[config.mk]
export PLATFORM = sky130hd
export DESIGN_NAME = windowed_multi_input_presence_events_flat
export DESIGN_NICKNAME = d
export VERILOG_FILES = /design/src/rtl/wmpe_pkg.sv /design/src/rtl/wmpe_if.sv /design/src/rtl/wmpe_evt_seq.sv /design/src/rtl/windowed_multi_input_presence_events.sv /design/src/flat_wrapper.sv
export SDC_FILE = /design/constraint.sdc
export NUM_CORES = 1
export LEC_CHECK = 0
export BUFFER_PORTS_ARGS = -buffer_cell sky130_fd_sc_hd__clkbuf_2
export CAP_MARGIN = 20
export CORE_ASPECT_RATIO = 1.5
export CORE_UTILIZATION = 35
export CTS_CLUSTER_DIAMETER = 60
export DETAILED_ROUTE_END_ITERATION = 6
export SYNTH_ARGS = -nofsm -noshare
export SYNTH_HDL_FRONTEND = slang
export SYNTH_SLANG_ARGS = --single-unit
[constraint.sdc]
create_clock -name i_clk -period 9.7 [get_ports i_clk]
set_input_delay 1.94 -clock i_clk [delete_from_list [all_inputs] [get_ports i_clk]]
set_output_delay 1.94 -clock i_clk [all_outputs]
set_load 0.01 [all_outputs]
[src/rtl/wmpe_pkg.sv]
// Shared widths, register codes, the event job type and a priority helper
// for the windowed presence event block. No dependencies.
package wmpe_pkg;

    localparam int LEVEL_W = 6;
    localparam int TIME_W  = 32;
    localparam int WIN_W   = 16;
    localparam int CH_W    = 3;
    localparam int PADDR_W = 3;
    localparam int PDATA_W = 32;

    // Register index codes (byte address divided by four).
    localparam logic [PADDR_W-3:0] REG_WINDOW_MS = '0;

    localparam logic [WIN_W-1:0] WIN_RESET = 16'd5;

    // One window close handed from the front end to the event sequencer.
    typedef struct packed {
        logic               load;
        logic [LEVEL_W-1:0] mask;
        logic [LEVEL_W-1:0] rise;
        logic [TIME_W-1:0]  now;
        logic [LEVEL_W-1:0] pmask;
    } t_job;

    // Index of the lowest set bit; zero when no bit is set.
    function automatic logic [CH_W-1:0] lowest_set(input logic [LEVEL_W-1:0] m);
        logic [CH_W-1:0] idx;
        idx = '0;
        for (int i = LEVEL_W - 1; i >= 0; i--) begin
            if (m[i]) begin
                idx = CH_W'(i);
            end
        end
        return idx;
    endfunction

endpackage

[src/rtl/wmpe_if.sv]
// Valid/ready channel interfaces for line samples and presence events.
// Depends on wmpe_pkg for field widths.
interface wmpe_in_if;
    import wmpe_pkg::*;

    logic               valid;
    logic               ready;
    logic [LEVEL_W-1:0] line_levels;
    logic [TIME_W-1:0]  time_ms;

    modport source (output valid, output line_levels, output time_ms, input ready);
    modport sink   (input valid, input line_levels, input time_ms, output ready);
endinterface

interface wmpe_out_if;
    import wmpe_pkg::*;

    logic               valid;
    logic               ready;
    logic [CH_W-1:0]    channel;
    logic               is_exit;
    logic [TIME_W-1:0]  held_ms;
    logic [LEVEL_W-1:0] presence_mask;
    logic               last;

    modport source (output valid, output channel, output is_exit, output held_ms,
                    output presence_mask, output last, input ready);
    modport sink   (input valid, input channel, input is_exit, input held_ms,
                    input presence_mask, input last, output ready);
endinterface

[src/rtl/wmpe_evt_seq.sv]
// Event sequencer: walks the changed lines of one window close in channel
// order, keeping entry times in a small synchronous memory.
// Depends on wmpe_pkg and wmpe_out_if.
module wmpe_evt_seq #(
    parameter int NUM_LINES = 6
) (
    input  logic              i_clk,
    input  logic              i_rst_n,
    input  wmpe_pkg::t_job    i_job,
    output logic              o_busy,
    wmpe_out_if.source        o_out
);
    import wmpe_pkg::*;

    localparam int ACT_LINES = (NUM_LINES < LEVEL_W) ? NUM_LINES : LEVEL_W;
    localparam int IDX_W     = (ACT_LINES > 1) ? $clog2(ACT_LINES) : 1;

    // Pending job.
    logic [LEVEL_W-1:0] r_mask;
    logic [LEVEL_W-1:0] r_rise;
    logic [TIME_W-1:0]  r_now;
    logic [LEVEL_W-1:0] r_pmask;

    // Output register.
    logic               r_ov;
    logic [CH_W-1:0]    r_ch;
    logic               r_ex;
    logic               r_last;
    logic [LEVEL_W-1:0] r_opmask;
    logic [TIME_W-1:0]  r_onow;

    // Entry-time memory with per-entry valid bits.
    logic [TIME_W-1:0]    mem_entry [ACT_LINES];
    logic [ACT_LINES-1:0] r_ent_vld;
    logic [TIME_W-1:0]    r_rdata;
    logic                 r_rvld;

    logic               w_issue;
    logic [CH_W-1:0]    w_idx;
    logic [IDX_W-1:0]   w_addr;
    logic [LEVEL_W-1:0] w_rem;
    logic [TIME_W-1:0]  w_start;

    // Pick the lowest pending line and issue it once the output can take it.
    assign w_idx   = lowest_set(r_mask);
    assign w_addr  = w_idx[IDX_W-1:0];
    assign w_rem   = r_mask & (r_mask - LEVEL_W'(1));
    assign w_issue = (r_mask != '0) && (!r_ov || o_out.ready);
    assign o_busy  = (r_mask != '0);

    // Job control state.
    always_ff @(posedge i_clk) begin
        if (!i_rst_n) begin
            r_mask <= '0;
        end else if (i_job.load) begin
            r_mask <= i_job.mask;
        end else if (w_issue) begin
            r_mask <= w_rem;
        end
    end

    // Job payload.
    always_ff @(posedge i_clk) begin
        if (i_job.load) begin
            r_rise  <= i_job.rise;
            r_now   <= i_job.now;
            r_pmask <= i_job.pmask;
        end
    end

    // Output valid flag.
    always_ff @(posedge i_clk) begin
        if (!i_rst_n) begin
            r_ov <= 1'b0;
        end else if (w_issue) begin
            r_ov <= 1'b1;
        end else if (o_out.ready) begin
            r_ov <= 1'b0;
        end
    end

    // Output payload.
    always_ff @(posedge i_clk) begin
        if (w_issue) begin
            r_ch     <= w_idx;
            r_ex     <= !r_rise[w_idx];
            r_last   <= (w_rem == '0);
            r_opmask <= r_pmask;
            r_onow   <= r_now;
        end
    end

    // Entry lines record the time; exit lines read it back into a register that holds it beside the output event.
    always_ff @(posedge i_clk) begin
        if (w_issue) begin
            if (r_rise[w_idx]) begin
                mem_entry[w_addr] <= r_now;
            end else begin
                r_rdata <= mem_entry[w_addr];
                r_rvld  <= r_ent_vld[w_addr];
            end
        end
    end

    // Entries never written read as zero.
    always_ff @(posedge i_clk) begin
        if (!i_rst_n) begin
            r_ent_vld <= '0;
        end else if (w_issue && r_rise[w_idx]) begin
            r_ent_vld[w_addr] <= 1'b1;
        end
    end

    assign w_start = r_rvld ? r_rdata : '0;

    assign o_out.valid         = r_ov;
    assign o_out.channel       = r_ch;
    assign o_out.is_exit       = r_ex;
    assign o_out.held_ms       = r_ex ? (r_onow - w_start) : '0;
    assign o_out.presence_mask = r_opmask;
    assign o_out.last          = r_last;

endmodule

[src/rtl/windowed_multi_input_presence_events.sv]
// Windowed presence detector: top level with window timing, seen latches,
// presence state and the APB register. Depends on wmpe_pkg, wmpe_if and
// wmpe_evt_seq.
//
// A line sample is taken every cycle while no events are pending. A sample
// that closes a window with k lines changing presence produces k events, one
// per cycle while the event sink takes them, in channel order; each event
// takes one access of the single entry-time memory port, so input is held
// off after such a sample until the sequencer has issued all k events, which
// takes longer while the sink stalls. A close with no changes costs nothing
// extra. Events for exits carry the time since the line's entry, modulo 2^32.
module windowed_multi_input_presence_events #(
    parameter int NUM_LINES = 6
) (
    input  logic                          i_clk,
    input  logic                          i_rst_n,
    wmpe_in_if.sink                       i_in,
    wmpe_out_if.source                    o_out,
    input  logic                          psel,
    input  logic                          penable,
    input  logic                          pwrite,
    input  logic [wmpe_pkg::PADDR_W-1:0]  paddr,
    input  logic [wmpe_pkg::PDATA_W-1:0]  pwdata,
    output logic [wmpe_pkg::PDATA_W-1:0]  prdata,
    output logic                          pready
);
    import wmpe_pkg::*;

    localparam int ACT_LINES = (NUM_LINES < LEVEL_W) ? NUM_LINES : LEVEL_W;
    localparam logic [LEVEL_W-1:0] LINE_MASK =
        LEVEL_W'((32'd1 << ACT_LINES) - 32'd1);

    logic [WIN_W-1:0]   r_win;
    logic [LEVEL_W-1:0] r_seen;
    logic [LEVEL_W-1:0] r_presence;
    logic [TIME_W-1:0]  r_wstart;

    logic               w_acc;
    logic               w_busy;
    logic [LEVEL_W-1:0] w_seen;
    logic [TIME_W-1:0]  w_elapsed;
    logic               w_close;
    logic               w_wr;
    logic [PADDR_W-3:0] w_reg;
    t_job               w_job;

    // Configuration register access.
    assign w_reg  = paddr[PADDR_W-1:2];
    assign w_wr   = psel && penable && pwrite && (w_reg == REG_WINDOW_MS);
    assign pready = 1'b1;
    assign prdata = (w_reg == REG_WINDOW_MS) ? PDATA_W'(r_win) : '0;

    always_ff @(posedge i_clk) begin
        if (!i_rst_n) begin
            r_win <= WIN_RESET;
        end else if (w_wr) begin
            r_win <= pwdata[WIN_W-1:0];
        end
    end

    // Sample acceptance and window close decision.
    assign i_in.ready = !w_busy;
    assign w_acc      = i_in.valid && !w_busy;
    assign w_seen     = (r_seen | i_in.line_levels) & LINE_MASK;
    assign w_elapsed  = i_in.time_ms - r_wstart;
    assign w_close    = (w_elapsed >= TIME_W'(r_win));

    // Hand the changed lines of a close to the sequencer.
    always_comb begin
        w_job.load  = w_acc && w_close;
        w_job.mask  = r_presence ^ w_seen;
        w_job.rise  = w_seen & ~r_presence;
        w_job.now   = i_in.time_ms;
        w_job.pmask = w_seen;
    end

    // Latches, presence and window start.
    always_ff @(posedge i_clk) begin
        if (!i_rst_n) begin
            r_seen     <= '0;
            r_presence <= '0;
            r_wstart   <= '0;
        end else if (w_acc) begin
            if (w_close) begin
                r_seen     <= '0;
                r_presence <= w_seen;
                r_wstart   <= i_in.time_ms;
            end else begin
                r_seen <= w_seen;
            end
        end
    end

    wmpe_evt_seq #(
        .NUM_LINES (NUM_LINES)
    ) u_evt_seq (
        .i_clk   (i_clk),
        .i_rst_n (i_rst_n),
        .i_job   (w_job),
        .o_busy  (w_busy),
        .o_out   (o_out)
    );

`ifndef NO_ASSERTIONS
    // An event's presence bit agrees with its kind.
    a_evt_kind: assert property (@(posedge i_clk) disable iff (!i_rst_n)
        o_out.valid |-> (o_out.presence_mask[o_out.channel] == !o_out.is_exit))
        else $error("event kind disagrees with presence mask");

    // A close that changes presence leaves work for the sequencer.
    a_job_start: assert property (@(posedge i_clk) disable iff (!i_rst_n)
        (w_acc && w_close && (w_job.mask != '0)) |=> w_busy)
        else $error("window close with changes started no events");

    // A close clears the seen latches.
    a_latch_clear: assert property (@(posedge i_clk) disable iff (!i_rst_n)
        (w_acc && w_close) |=> (r_seen == '0))
        else $error("seen latches not cleared on window close");
`endif

endmodule
[src/flat_wrapper.sv]
// flat-port wrapper written by rule: the top's interface ports become plain ports
module windowed_multi_input_presence_events_flat import wmpe_pkg::*;
#(
    parameter int NUM_LINES = 6
)
  (i_clk, i_rst_n, psel, penable, pwrite, paddr, pwdata, prdata, pready, i_in_valid, i_in_line_levels, i_in_time_ms, i_in_ready, o_out_valid, o_out_channel, o_out_is_exit, o_out_held_ms, o_out_presence_mask, o_out_last, o_out_ready);
  wmpe_in_if i_in_i ();
  wmpe_out_if o_out_i ();
  input  logic i_clk;
  input  logic i_rst_n;
  input  logic psel;
  input  logic penable;
  input  logic pwrite;
  input  logic [wmpe_pkg::PADDR_W-1:0] paddr;
  input  logic [wmpe_pkg::PDATA_W-1:0] pwdata;
  output logic [wmpe_pkg::PDATA_W-1:0] prdata;
  output logic pready;
  input wire logic [$bits(i_in_i.valid)-1:0] i_in_valid;
  input wire logic [$bits(i_in_i.line_levels)-1:0] i_in_line_levels;
  input wire logic [$bits(i_in_i.time_ms)-1:0] i_in_time_ms;
  output wire logic [$bits(i_in_i.ready)-1:0] i_in_ready;
  output wire logic [$bits(o_out_i.valid)-1:0] o_out_valid;
  output wire logic [$bits(o_out_i.channel)-1:0] o_out_channel;
  output wire logic [$bits(o_out_i.is_exit)-1:0] o_out_is_exit;
  output wire logic [$bits(o_out_i.held_ms)-1:0] o_out_held_ms;
  output wire logic [$bits(o_out_i.presence_mask)-1:0] o_out_presence_mask;
  output wire logic [$bits(o_out_i.last)-1:0] o_out_last;
  input wire logic [$bits(o_out_i.ready)-1:0] o_out_ready;
  assign i_in_i.valid = i_in_valid;
  assign i_in_i.line_levels = i_in_line_levels;
  assign i_in_i.time_ms = i_in_time_ms;
  assign i_in_ready = i_in_i.ready;
  assign o_out_valid = o_out_i.valid;
  assign o_out_channel = o_out_i.channel;
  assign o_out_is_exit = o_out_i.is_exit;
  assign o_out_held_ms = o_out_i.held_ms;
  assign o_out_presence_mask = o_out_i.presence_mask;
  assign o_out_last = o_out_i.last;
  assign o_out_i.ready = o_out_ready;
  windowed_multi_input_presence_events #(.NUM_LINES(NUM_LINES)) u_core (.i_clk(i_clk), .i_rst_n(i_rst_n), .i_in(i_in_i), .o_out(o_out_i), .psel(psel), .penable(penable), .pwrite(pwrite), .paddr(paddr), .pwdata(pwdata), .prdata(prdata), .pready(pready));
endmodule
Yosys cells after proc, flatten, opt, wreduce, memory -nomap -nowiden

Memory sizes are Yosys's and may differ from the RTL's. A register that Yosys moved wholly into a read port is not among the register bits.
Cells that the tools add are included.

Register bits: 161
Bits in writable memories: 192
Bits of input ports: 80
Output and inout port bits: 78
Logic and storage cells: 72
Memories kept: 1

Memories:

| memory                     | depth | bits a word | read ports | clocked after Yosys merged registers in | write ports | line               | text |
|---|---|---|---|---|---|---|---|
| u_core.u_evt_seq.mem_entry | 6     | 32          | 1          | 1                                       | 1           | wmpe_evt_seq.sv:33 | `logic [TIME_W-1:0] mem_entry [ACT_LINES];` |

Add/subtract/negate cells: 3
Magnitude comparators: 3
Mux-type cells: 23
Bitwise operators: 8
Reduce and logical (&&, ||, !) cells: 18

Operator list:

| kind                  | count |
|---|---|
| $mux W32              | 2 |
| $sub A32 B32 Y32      | 2 |
| $ge A32 B16 Y1        | 1 |
| $mux W3               | 6 |
| $mux W6               | 3 |
| $mux W16              | 1 |
| $and A6 B6 Y6         | 2 |
| $or A6 B6 Y6          | 2 |
| $logic_and A1 B1 Y1   | 8 |
| $mux W1               | 8 |
| $bmux W1 S3           | 2 |
| $logic_not A6 Y1      | 1 |
| $not A6 Y6            | 1 |
| $reduce_bool A6 Y1    | 1 |
| $sub A6 B1 Y6 const B | 1 |
| $xor A6 B6 Y6         | 1 |
| $lt A3 B4 Y1 const B  | 1 |
| $reduce_and A2 Y1     | 2 |
| $reduce_bool A2 Y1    | 2 |
| $demux W1 S3          | 1 |
| $ge A3 B1 Y1 const B  | 1 |
| $logic_not A1 Y1      | 3 |
| $not A1 Y1            | 2 |
| $logic_or A1 B1 Y1    | 1 |

Longest topological paths before layout

Gate-level depths: netlist of run 1.

Word-level depth: 11
Gate-level depth with buffers: 22
Gate-level depth less buffers: 20

By module

A second synthesis of run 1 with hierarchy kept.

Cells, all modules: 1731
Area total of the unflattened synthesis: 19152.1 µm²

By module, submodules not included:

| module                               | instances | cells each | area an instance (µm²) | seq. area each (µm²) |
|---|---|---|---|---|
| wmpe_evt_seq                         | 1         | 886        | 13142.6                | 9629.2 |
| windowed_multi_input_presence_events | 1         | 845        | 6009.5                 | 1201.2 |

Worst setup path before layout of run 1

OpenSTA, ideal clock, no wires.

Kind: input to register
Start: in o_out_ready
End: mem u_core.u_evt_seq.mem_entry[5][0], enable pin
Library setup time: 0.505 ns
Arrival time: 7.599 ns
Data required time: 9.195 ns
Setup slack: 1.596 ns
Cell stages on the path: 4
Path buffers: 0
Cell sequence: nor2b_1 -> nor2_1 -> nand2_1 -> nor4_1

Cells in the longest elaborated chain, start to end: 4

RTL lines:

| item                               | line               | text |
|---|---|---|
| from (decl)                        | flat_wrapper.sv:28 | `input wire logic [$bits(o_out_i.ready)-1:0] o_out_ready;` |
| $logic_or A1 B1 Y1                 | wmpe_evt_seq.sv:48 | `assign w_issue = (r_mask != '0) && (!r_ov \|\| o_out.ready);` |
| $logic_and A1 B1 Y1                | wmpe_evt_seq.sv:48 |  |
| named net u_core.u_evt_seq.w_issue | wmpe_evt_seq.sv:38 | `logic w_issue;` |
| $mux W1                            | wmpe_evt_seq.sv:95 | `if (w_issue) begin` |
| $mux W1 (not written as such)      | wmpe_evt_seq.sv:97 | `mem_entry[w_addr] <= r_now;` |
| to (decl)                          | wmpe_evt_seq.sv:33 |  |

The timed path passes the listed nets, and every way through them passes these cells.

==> results.txt, run 1 <==
YS warnings - 0
Max H-tree Level - 2
min cycle time layout - 7.34 ns
count of final hold-check violations - 0
post-placement cell area - 0.0202 mm^2
Post-synth EDFFs - 312
area delta synth->final - 12.9%
Layout Nets - 1905
reg-to-reg critical path startpoint - u_core.r_wstart[0]
Final Skew - 0.0201 ns
Synth top area share - 49.4%
Post-synth ARST share - 0%
Post-DRT Antenna Nets - 0
Tcrit/Tclk final - 75.6%
setup slack at placement - 1.80 ns
Gate Count Post-Synth - 1655
CTS tree - done
CP Class - in2reg
CTS root buffer - clkbuf_16
largest net degree at the start of global routing - 87
Final WS setup - 2.36 ns
vias in the first global route - 13542
number of CTS-inserted buffers - 37
Critical Path RT - 9.93 ns
WL final - 50.0 mm
Post-CTS Setup Repair Bufs - 0
Clk pwr share - 16.8%
max-cap viol count - 0
clk sinks - 385
syn_area_per_cell - 11.4 um^2
Worst VDD drop - 0.000281 V
Comb pwr share - 48.4%
DR vias/cell - 5.52
Max Transition Viols Final - 0
initial core utilization - 35.3%
Iteration-0 DRC Markers - 990
fill count - 5136
first-pass GRT wire length - 76.8 mm
Slew headroom - 28.8%
Core Rows - 104
Storage cell area - 0.0108 mm^2
Resized Gates After CTS - 0
Clock Path Buffers - 3
setup TNS - 0 ns
Worst Setup Start Kind - input port
RSZ-0062 raised after global routing - false
IO Count - 158
CP endpoint kind - flop
antenna violations before repair - 0
final setup violating endpoints - 0
FF+latch count, synth - 385
Synth Cell Area - 0.0189 mm^2
Hold Path Class - reg2reg
CP max FO - 44
Pint - 4.94 mW
PD cells - 398 mW/mm^2
CTS clk-pin slew, worst paths - 0.06 ns
switching share of power - 42.0%
Port-buffer cells - 122
gpl congestion - 0.851
Clock Latency Late Sink - 0.54 ns
leading area contributor after synthesis - edfxtp_1
Residual DRC - 1
Core Util, Final - 39.9%
Area contributors post-synth - edfxtp_1 49%, dfxtp_1 7.7%, ha_1 5.5%, nand2_1 3.9%, a21oi_1 2.4%
die area - 0.0551 mm^2
main flop type after synthesis - edfxtp_1
outcome - finished, violations left
Flop pwr share - 34.9%
Max Clock Freq - 0.136 GHz
failing checks - DRC
total congestion overflow - 0
ratio of cells with drive above 1 in the final layout - 13.5%
Total GRT Usage - 18.1%
worst hold slack - 0.426 ns
post-synthesis sequential area ratio - 57.2%
post-synth cell types - 75
critical hold path startpoint - u_core.u_evt_seq.r_pmask[1]
Post-CTS Hold Buffers - 0
area of the multi-input gates - 0.00744 mm^2
core area - 0.0536 mm^2
post-DP HPWL - 34.5 mm
Post-synth top cells - 312 x edfxtp_1, 197 x nand2_1, 90 x a21oi_1, 87 x clkbuf_1
DIE WIDTH - 192 um
diode count - 0
most common cell in the netlist - edfxtp_1
die height - 287 um
Worst Tran Pin Value - 1.06 ns
CP arrival - 7.57 ns
P_leak - 7.68 nW
DRT Pass-1 Iters - 7
vias - 13546
NetSw - 3.58 mW
routed length per instance - 20.4 um
Design Area, Final - 0.0214 mm^2
CP Launch Point - i_in_time_ms[0]
[flip-flops by register name, indices dropped and copies added (netlist names)]
signal                                count
u_core.r_wstart                          32
u_core.u_evt_seq.r_rdata                 32
u_core.u_evt_seq.r_ent_vld                6
u_core.u_evt_seq.r_pmask                  6
u_core.u_evt_seq.r_rvld                   1
u_core.u_evt_seq.o_out.last               1
u_core.u_evt_seq.r_mask                   6
u_core.r_win                             16
u_core.u_evt_seq.o_out.presence_mask      6
u_core.u_evt_seq.o_out.is_exit            1
u_core.u_evt_seq.r_rise                   6
u_core.u_evt_seq.r_onow                  32
u_core.u_evt_seq.r_now                   32
u_core.u_evt_seq.o_out.valid              1
u_core.r_seen                             6
u_core.u_evt_seq.mem_entry              192
u_core.r_presence                         6
u_core.u_evt_seq.o_out.channel            3
[cell type report]
| class | instances | area share [%] |
|---|---|---|
| Sequential cell | 385 | 50.6 |
| Multi-Input combinational cell | 1094 | 34.8 |
| Clock buffer | 45 | 4.66 |
| Tap cell | 689 | 4.03 |
| Timing Repair Buffer | 148 | 3.74 |
| Inverter | 73 | 1.28 |
| Clock inverter | 19 | 0.918 |
[logic make-up after synthesis]
group	count (synthesis)	share of synthesized area (%)
muxes	38	2.01
DFF	385	57.2
and+or+nand+nor	464	11.5
adders and majority gates	87	5.81
xor gates and xnor gates	34	1.57
other	2	0.0396
AOI/OAI and AO/OA	454	17.7
buffers and inverters	191	4.23
[through the flow]
| step | power (mW) | std cells |
|---|---|---|
| finish | 8.52 | 2453 |
| global route | 9.11 | 2453 |
| global placement | 7.06 | 2387 |
| detailed placement | 7.17 | 2388 |
| CTS | 8.61 | 2452 |
| floorplan | 5.78 | 1670 |
[critical path: stages]
cell       delay [ns]
clkbuf_2         0.10
inv_1            0.06
ha_1             0.23
fa_1             0.40
nand2b_1         0.19
a21oi_1          0.22
a21oi_1          0.19
o21a_1           0.27
o21ai_0          0.29
xor2_1           0.19
ha_1             0.27
a21oi_1          0.15
a21boi_0         0.19
a311oi_1         0.29
o211ai_1         0.15
nor4_1           0.25
o2111ai_1        0.23
or4_1            0.96
nor4_2           0.39
buf_4            0.22
nor2_4           0.03
buf_4            0.32
[metal layers]
layer  vias up  wire (um)  GRT usage, %
met2       375      26300          33.9
met1      6608      19500          20.7
met3       103       2230          1.79
li1       6460          -             -
met4         0       1920          7.48
met5         -          0             0
[power groups by stage]
stage | Clock [mW] | Combinational, mW | Sequential, mW
2_1_floorplan | 0 | 2.85 | 2.94
3_3_place_gp | 0 | 4.09 | 2.98
3_5_place_dp | 0 | 4.17 | 3.00
4_1_cts | 1.46 | 4.18 | 2.97
5_1_grt | 1.52 | 4.56 | 3.03
6_report | 1.43 | 4.12 | 2.97
[final timing paths]
kind | endpoint | slack [ns] | depth (start not counted)
setup / recovery | u_core.u_evt_seq.r_now[22] | 2.36 | 22
hold / removal | u_core.u_evt_seq.o_out.presence_mask[1] | 0.43 | 0
setup reg to reg | u_core.u_evt_seq.r_now[22] | 3.63 | 20
hold reg to reg | u_core.u_evt_seq.o_out.presence_mask[1] | 0.43 | 0
[cell usage in the layout (no fill, tap or decap), drive strengths merged, types with 10 or more instances in the layout]
cell type,n
ha,84
or3,10
a211oi,12
buf,25
clkinv,10
xnor2,19
nand2,197
o21ai,49
nand4,16
edfxtp,312
a222oi,33
a21oi,91
o31ai,40
xor2,15
nor2b,11
inv,78
o21a,23
dfxtp,73
nor2,84
conb,17
nand3,25
mux2i,38
nand2b,13
and3,44
a2bb2oi,38
a21o,21
clkbuf,168
o211ai,46
nor3,26
o311ai,32
(Power assumes the default switching activity.)
==> run 2: changes to the inputs <==
- clock period: 9.7 -> 7.3 ns (I/O delays scaled with it)
==> run 2 against run 1 <==
The run still ends with DRC left. Sequential power grew 34%. Die area is the same. Clock-buffer cell count shrank 5. Total power grew 33%. Setup slack lost 1.4 ns. Global-route usage grew 0.27 points. Sequential share of layout area shrank 0.050 points. Critical path type unchanged.
==> results.txt, run 2 (synthesis results as in run 1) <==
outcome - finished, violations left
failing checks - DRC
Resized Gates After CTS - 0
Post-CTS Setup Repair Bufs - 0
Final Skew - 0.0362 ns
fill count - 5151
Post-DRT Antenna Nets - 0
Hold Path Class - reg2reg
total congestion overflow - 0
number of CTS-inserted buffers - 36
die height - 287 um
Post-CTS Hold Buffers - 0
WL final - 50.7 mm
die area - 0.0551 mm^2
min cycle time layout - 6.32 ns
DRT Pass-1 Iters - 7
count of final hold-check violations - 0
gpl congestion - 0.885
max-cap viol count - 0
Clock Path Buffers - 3
worst hold slack - 0.428 ns
Worst Tran Pin Value - 1.10 ns
vias - 13676
max incr delay on CP - 0.78 ns
vias in the first global route - 13869
Port-buffer cells - 122
Tot Pwr - 11.3 mW
ratio of cells with drive above 1 in the final layout - 13.8%
Clock Latency Late Sink - 0.54 ns
Slowest-stage cell, CP - or4_1
DIE WIDTH - 192 um
RSZ-0062 raised after global routing - false
PD cells - 529 mW/mm^2
initial core utilization - 35.3%
Residual DRC - 1
most frequent cells in the layout - 312 x edfxtp_1, 197 x nand2_1, 122 x clkbuf_2, 90 x a21oi_1, 84 x ha_1
Critical Path RT - 7.75 ns
CP arrival - 6.77 ns
final setup violating endpoints - 0
CTS root buffer - clkbuf_16
max FFs per register - 192
CTS tree - done
post-DP HPWL - 35.3 mm
CP max FO - 6
P_leak - 7.70 nW
Max Transition Viols Final - 0
Layout Nets - 1908
antenna violations before repair - 0
Max H-tree Level - 2
area delta synth->final - 13.0%
CP Class - in2reg
diode count - 0
Worst VDD drop - 0.000374 V
commonest non-fill, non-tap cell in the layout - edfxtp_1
CP endpoint kind - flop
first-pass GRT wire length - 78.3 mm
Total GRT Usage - 18.4%
Tcrit/Tclk final - 86.6%
most used cell, CP - a21oi_1
DR vias/cell - 5.56
Slew headroom - 24.8%
Most flops, register - u_core.u_evt_seq.mem_entry
CP Cell Sequence - clkbuf_2, inv_1, ha_1, fa_1, nand2b_1, a21oi_1, a21oi_1, o21a_1, o21ai_0, xor2_1, ha_1, a21oi_1, a21boi_0, a311oi_1, o211ai_1, nor4_1, o2111ai_1, or4_1, or4_1, a211oi_2
core area - 0.0536 mm^2
Max Clock Freq - 0.158 GHz
Iteration-0 DRC Markers - 1099
CTS clk-pin slew, worst paths - 0.06 ns
largest net degree at the start of global routing - 87
setup TNS - 0 ns
IO Count - 158
Core Rows - 104
routed length per instance - 20.6 um
clk sinks - 385
Worst Setup Start Kind - input port
-- run 2: area by class of cell --
type / count / area [um^2] / area share, %
Inverter: 73 / 274 / 1.28
Sequential cell: 385 / 10800 / 50.6
Multi-Input combinational cell: 1094 / 7450 / 34.8
Tap cell: 689 / 862 / 4.03
Timing Repair Buffer: 152 / 836 / 3.90
Clock buffer: 40 / 916 / 4.28
Clock inverter: 25 / 254 / 1.19
-- run 2: where the power goes --
group | total, mW | internal (mW) | switching [mW]
clock | 1.87 | 1.06 | 0.814
sequential | 3.98 | 3.59 | 0.397
combinational | 5.48 | 1.93 | 3.55
-- run 2: path summary, 6_finish.rpt --
kind,from,end,slack (ns),cells past startpoint
setup reg to reg,u_core.r_wstart[0],u_core.r_seen[1],1.76,18
setup / recovery,i_in_time_ms[0],u_core.r_seen[1],0.98,20
hold / removal,u_core.u_evt_seq.r_pmask[1],u_core.u_evt_seq.o_out.presence_mask[1],0.43,0
hold reg to reg,u_core.u_evt_seq.r_pmask[1],u_core.u_evt_seq.o_out.presence_mask[1],0.43,0
-- run 2: stage by stage --
step | instances | util [%] | setup slack [ns] | instance area (um^2)
6_report | 2458 | 40.0 | 0.978 | 21400
3_3_place_gp | 2392 | 37.8 | 0.447 | 20200
5_1_grt | 2458 | 40.0 | 0.586 | 21400
2_1_floorplan | 1670 | - | 0.545 | 19000
4_1_cts | 2457 | 39.9 | 0.971 | 21400
3_5_place_dp | 2392 | 37.8 | 0.436 | 20200
-- run 2: per-layer routing --
metal,vias up,wire length (um),global-route usage (%)
met5,-,0,0
met4,0,1880,7.50
met3,111,2390,1.86
met2,416,26900,34.7
met1,6682,19500,20.8
li1,6467,-,-
-- run 2: worst max-delay path: cells and delay by family --
kind	cells	cell delay, ns
AO/OA/AOI/OAI	10	2.30
XOR/XNOR	1	0.19
adder cells (fa/ha/maj)	3	0.90
buffers and inverters	2	0.15
AND/OR/NAND/NOR	4	1.77
